==> config.mk <==
export PLATFORM = sky130hd
export DESIGN_NAME = psd_div
export DESIGN_NICKNAME = d
export VERILOG_FILES = /design/src/sv/psd_pkg.sv /design/src/sv/psd_div.sv
export SDC_FILE = /design/constraint.sdc
export NUM_CORES = 2
export LEC_CHECK = 0
export BUFFER_PORTS_ARGS = -buffer_cell sky130_fd_sc_hd__buf_2
export CAP_MARGIN = 20
export CORE_MARGIN = 5
export CORE_UTILIZATION = 30
export DETAILED_ROUTE_END_ITERATION = 10
export GPL_ROUTABILITY_DRIVEN = 0
export PLACE_DENSITY = 0.41
export SYNTH_ARGS = -nofsm -noshare
export SYNTH_HDL_FRONTEND = slang
export SYNTH_SLANG_ARGS = --single-unit
==> constraint.sdc <==
create_clock -name clk -period 3.4 [get_ports clk]
set_input_delay 0.51 -clock clk [delete_from_list [all_inputs] [get_ports clk]]
set_output_delay 0.51 -clock clk [all_outputs]
set_load 0.03 [all_outputs]
==> src/sv/psd_pkg.sv <==
// ----------------------------------------------------------------------------
// psd_pkg
// Shared constants and types of the point segment distance unit.
// ----------------------------------------------------------------------------
`default_nettype none

package psd_pkg;

  localparam int COORD_BITS_DEF      = 24;
  localparam int PARAM_FRAC_BITS_DEF = 16;

  // where the projection lands on the segment
  typedef struct packed {
    logic is_start;
    logic is_end;
  } psd_mode_t;

endpackage

`default_nettype wire

==> src/sv/psd_div.sv <==
// ----------------------------------------------------------------------------
// psd_div
// Pipelined restoring divider, one quotient bit per stage.
// ----------------------------------------------------------------------------
`default_nettype none

module psd_div #(
  parameter int COORD_BITS      = psd_pkg::COORD_BITS_DEF,
  parameter int PARAM_FRAC_BITS = psd_pkg::PARAM_FRAC_BITS_DEF,
  parameter int SIDE_W          = 8
) (
  input  wire logic                       clk,
  input  wire logic                       rst_n,
  input  wire logic                       en,
  input  wire logic                       valid_i,
  input  wire logic [2*COORD_BITS+1:0]    r_i,
  input  wire logic [2*COORD_BITS+1:0]    l_i,
  input  wire logic [SIDE_W-1:0]          side_i,
  output logic                            valid_o,
  output logic [PARAM_FRAC_BITS-1:0]      q_o,
  output logic [SIDE_W-1:0]               side_o
);
  import psd_pkg::*;

  localparam int LW = 2 * COORD_BITS + 2;
  localparam int NS = PARAM_FRAC_BITS;

  logic                 v_r    [NS];
  logic [LW-1:0]        r_r    [NS];
  logic [LW-1:0]        l_r    [NS];
  logic [NS-1:0]        q_r    [NS];
  logic [SIDE_W-1:0]    side_r [NS];

  for (genvar s = 0; s < NS; s++) begin : g_st
    logic              v_in;
    logic [LW-1:0]     r_in, l_in;
    logic [NS-1:0]     q_in;
    logic [SIDE_W-1:0] side_in;
    logic [LW:0]       r_sh, r_dif;
    logic              take;

    if (s == 0) begin : g_first
      assign v_in    = valid_i;
      assign r_in    = r_i;
      assign l_in    = l_i;
      assign q_in    = '0;
      assign side_in = side_i;
    end else begin : g_next
      assign v_in    = v_r[s-1];
      assign r_in    = r_r[s-1];
      assign l_in    = l_r[s-1];
      assign q_in    = q_r[s-1];
      assign side_in = side_r[s-1];
    end

    assign r_sh  = {r_in, 1'b0};
    assign take  = r_sh >= {1'b0, l_in};
    assign r_dif = r_sh - {1'b0, l_in};

    always_ff @(posedge clk) begin
      if (!rst_n) begin
        v_r[s] <= 1'b0;
      end else if (en) begin
        v_r[s] <= v_in;
      end
    end

    always_ff @(posedge clk) begin
      if (en) begin
        r_r[s]    <= take ? r_dif[LW-1:0] : r_sh[LW-1:0];
        l_r[s]    <= l_in;
        q_r[s]    <= {q_in[NS-2:0], take};
        side_r[s] <= side_in;
      end
    end
  end

  assign valid_o = v_r[NS-1];
  assign q_o     = q_r[NS-1];
  assign side_o  = side_r[NS-1];

endmodule

`default_nettype wire

==> impl_metrics.json <==
{
  "wl_per_cell_um": 17.7,
  "cts.sinks": 1780,
  "cts_tree": "built",
  "hold_path_class": "in2reg",
  "post-route-min-period_ns": 3.74,
  "dp.cells": 17509,
  "worst-setup-path-type": "reg2reg",
  "rsz0062_at_grt": "yes",
  "tightest_slew_ns": 0.908,
  "critical_path.cell_chain": "buf_6 > fa_2 > a21o_1 > a221oi_4 > a211oi_4 > or4b_4 > a221o_1 > a21oi_4 > o21ai_4 > buf_4 > buf_6 > a31oi_4 > xor2_1 > a21oi_1",
  "dpl_cell_area_um2": 134000,
  "drc": 0,
  "status": "complete, but fails checks",
  "grt_antenna_before_repair": 3,
  "ys_seq_area_share_pct": 49.9,
  "cts_max_path_buffers": 4,
  "final_area_um2": 155000,
  "ys.flop_type": "edfxtp_1",
  "cp_slowest_cell": "or4b_4",
  "grt_max_degree": 100,
  "cts_made_buffers": 223,
  "clockRootBuffer": "clkbuf_16",
  "yosysWarnings": 0,
  "power_leakage_uw": 0.0671,
  "ant_nets": 0,
  "clock_latency_ns": 0.90,
  "syn_area_per_cell_um2": 10.5,
  "fmax_ghz": 0.267,
  "grt_pass1_wl_um": 492000,
  "coreArea_um2": 356000,
  "fin_util_pct": 43.6,
  "worstPathRequired_ns": 4.03,
  "syn_to_final_growth_pct": 44.8,
  "syn_inst": 10200,
  "worst_ep_arrival_time_ns": 4.37,
  "start_util_pct": 30.1,
  "fin_nets": 14429,
  "htreeDepth": 4,
  "route.vias.total": 87516,
  "die_w_um": 608,
  "drv_slew": 0,
  "io_buffers": 136,
  "layout_common_cells": "buf_4, edfxtp_1, inv_1, a21oi_1, ha_1",
  "vdd_drop_max_mv": 0.422,
  "drtIter0Drc": 3954,
  "cp-end-kind": "flop",
  "synthArstFlopShare_pct": 0,
  "overflow": 0,
  "cap_viol_max_count": 0,
  "worst_path_largest_cell_delay_ns": 0.54,
  "grt_pass1_vias": 91387,
  "synth_enable_flop_cells": 1779,
  "slew-limit-headroom_pct": 38.9,
  "setup_ws_ns": -0.339,
  "drive_above_1_share_pct": 36.4,
  "syn_area_um2": 107000,
  "hpwl_um": 243000,
  "finalCritPeriodShare_pct": 110,
  "routed_wl_um": 326000,
  "clk_pin_slew_ns": 0.06,
  "vias_per_cell": 4.75,
  "die-area_um2": 369000,
  "finalHoldViolations": 0,
  "crit_fanout": 3,
  "fin_cells": 18441,
  "num_rows": 219,
  "final-setup-viol-count": 556,
  "start_kind": "flop",
  "ys_ff_latch": 1780,
  "skew_ns": 0.0563,
  "die_y_um": 608,
  "power_density_nw_per_um2": 966,
  "final_common_cell": "buf_4",
  "syn_nets": 11126,
  "power_uw": 150000,
  "io_pins": 137,
  "holdWs_ns": 0.148,
  "first_pass_iters": 5,
  "violations": "negative setup slack",
  "grt_usage_pct": 16.7,
  "synth_cell_types": 102,
  "worst_path_most_repeated_cell": "buf_6"
}
[power breakdown]
part	leakage, µW	internal, µW	switching [µW]
Sequential	0.0174	32800	3590
Clock	0.00346	13800	9370
Combinational	0.0463	46600	43600
Total	0.0671	93200	56600
[per-stage QoR]
| stage | setup slack (ns) | setup TNS [ns] |
|---|---|---|
| 3_5_place_dp | -0.970 | -360.76 |
| 4_1_cts | -0.414 | -105.68 |
| 6_report | -0.339 | -68.46 |
| 2_1_floorplan | 0.00383 | 0 |
| 3_3_place_gp | -1.11 | -341.64 |
| 5_1_grt | -0.418 | -134.15 |
[final timing paths]
check | startpoint | to | depth (start not counted) | slack [ns]
setup / recovery | r_r[4][0]$_SDFFCE_PN0P_ | r_r[5][30]$_DFFE_PP_ | 14 | -0.34
hold / removal | r_i[0] | r_r[0][1]$_DFFE_PP_ | 3 | 0.15
setup reg to reg | r_r[4][0]$_SDFFCE_PN0P_ | r_r[5][30]$_DFFE_PP_ | 14 | -0.34
hold reg to reg | q_r[1][92]$_DFFE_PP_ | q_r[1][109]$_DFFE_PP_ | 0 | 0.40
[cells by family (layout without fill, tap and decap cells)]
logic type / Yosys count / after routing / synth area share, %
AO/OA/AOI/OAI: 3005 / 3005 / 17.5
AND/OR/NAND/NOR: 2378 / 2378 / 10.4
flip-flops: 1780 / 1780 / 49.9
buffers and inverters: 1330 / 4817 / 4.86
adder cells (fa/ha/maj): 814 / 814 / 9.61
XOR/XNOR: 679 / 679 / 5.55
multiplexers: 214 / 214 / 2.24
other: 0 / 3 / 0
[what timing repair did]
action	4_1_cts	5_1_grt
hold buffers	107	0
pin swaps	293	379
buffers inserted	195	215
hold endpoints to repair	110	0
gates cloned	48	28
endpoints found under the setup margin	709	740
gates resized for setup	887	1175
[layout make-up]
cell class / instances / area (µm²)
fillers: 33577 / 201000
multi-input cells: 7090 / 55600
flip-flops and latches: 1780 / 53400
repair buffers: 3437 / 29300
well taps: 4751 / 5940
clock buffers: 265 / 5780
inverters: 971 / 3660
clock inverters: 144 / 1360
diodes: 3 / 7.51
[worst max-delay path: cells and delay by family (launching register included)]
kind	cells	cell delay, ns
buffers and inverters	3	0.41
and+or+nand+nor	1	0.54
adders and majority gates	1	0.38
xor gates and xnor gates	1	0.16
DFF	1	0.40
AOI/OAI and AO/OA	8	1.62
[cell usage after synthesis, types with 18 or more instances]
cell | instances | area (µm²)
nor3_1 | 97 | 485
o21a_1 | 95 | 713
a21boi_0 | 18 | 135
nand2_1 | 674 | 2530
xnor2_1 | 409 | 3580
nor2b_1 | 84 | 526
mux2_2 | 206 | 2320
and3_1 | 85 | 532
ha_1 | 799 | 10000
buf_2 | 94 | 470
and2_1 | 41 | 257
a211oi_1 | 49 | 368
a41oi_1 | 18 | 158
or3_1 | 29 | 181
o21bai_1 | 131 | 983
a21o_1 | 498 | 3740
or2_2 | 31 | 194
nor2_1 | 771 | 2890
a221oi_1 | 24 | 210
a21oi_1 | 1158 | 5800
xor2_1 | 270 | 2360
o211ai_1 | 47 | 353
o21ai_0 | 565 | 2830
nand4_1 | 225 | 1410
inv_1 | 969 | 3640
edfxtp_1 | 1779 | 53400
nand2b_1 | 74 | 463
nor4_1 | 29 | 181
o31ai_1 | 45 | 338
and4_1 | 18 | 158
nand3_1 | 149 | 746
clkbuf_1 | 245 | 920
a31oi_1 | 91 | 569
[flip-flops by register name, summed over array words and instances (netlist names)]
name	cells
q_r	136
v_r	16
r_r	750
side_r	128
l_r	750
[layer usage]
metal	routed length [µm]	share of wire, %	vias up	GRT usage, %
met2	175000	54	1647	32.4
li1	-	-	43951	-
met4	29400	9.0	0	12.9
met5	0	0	-	0
met3	8530	2.6	947	1.71
met1	113000	35	40971	16.1
Power figures use the tool's default switching activity.
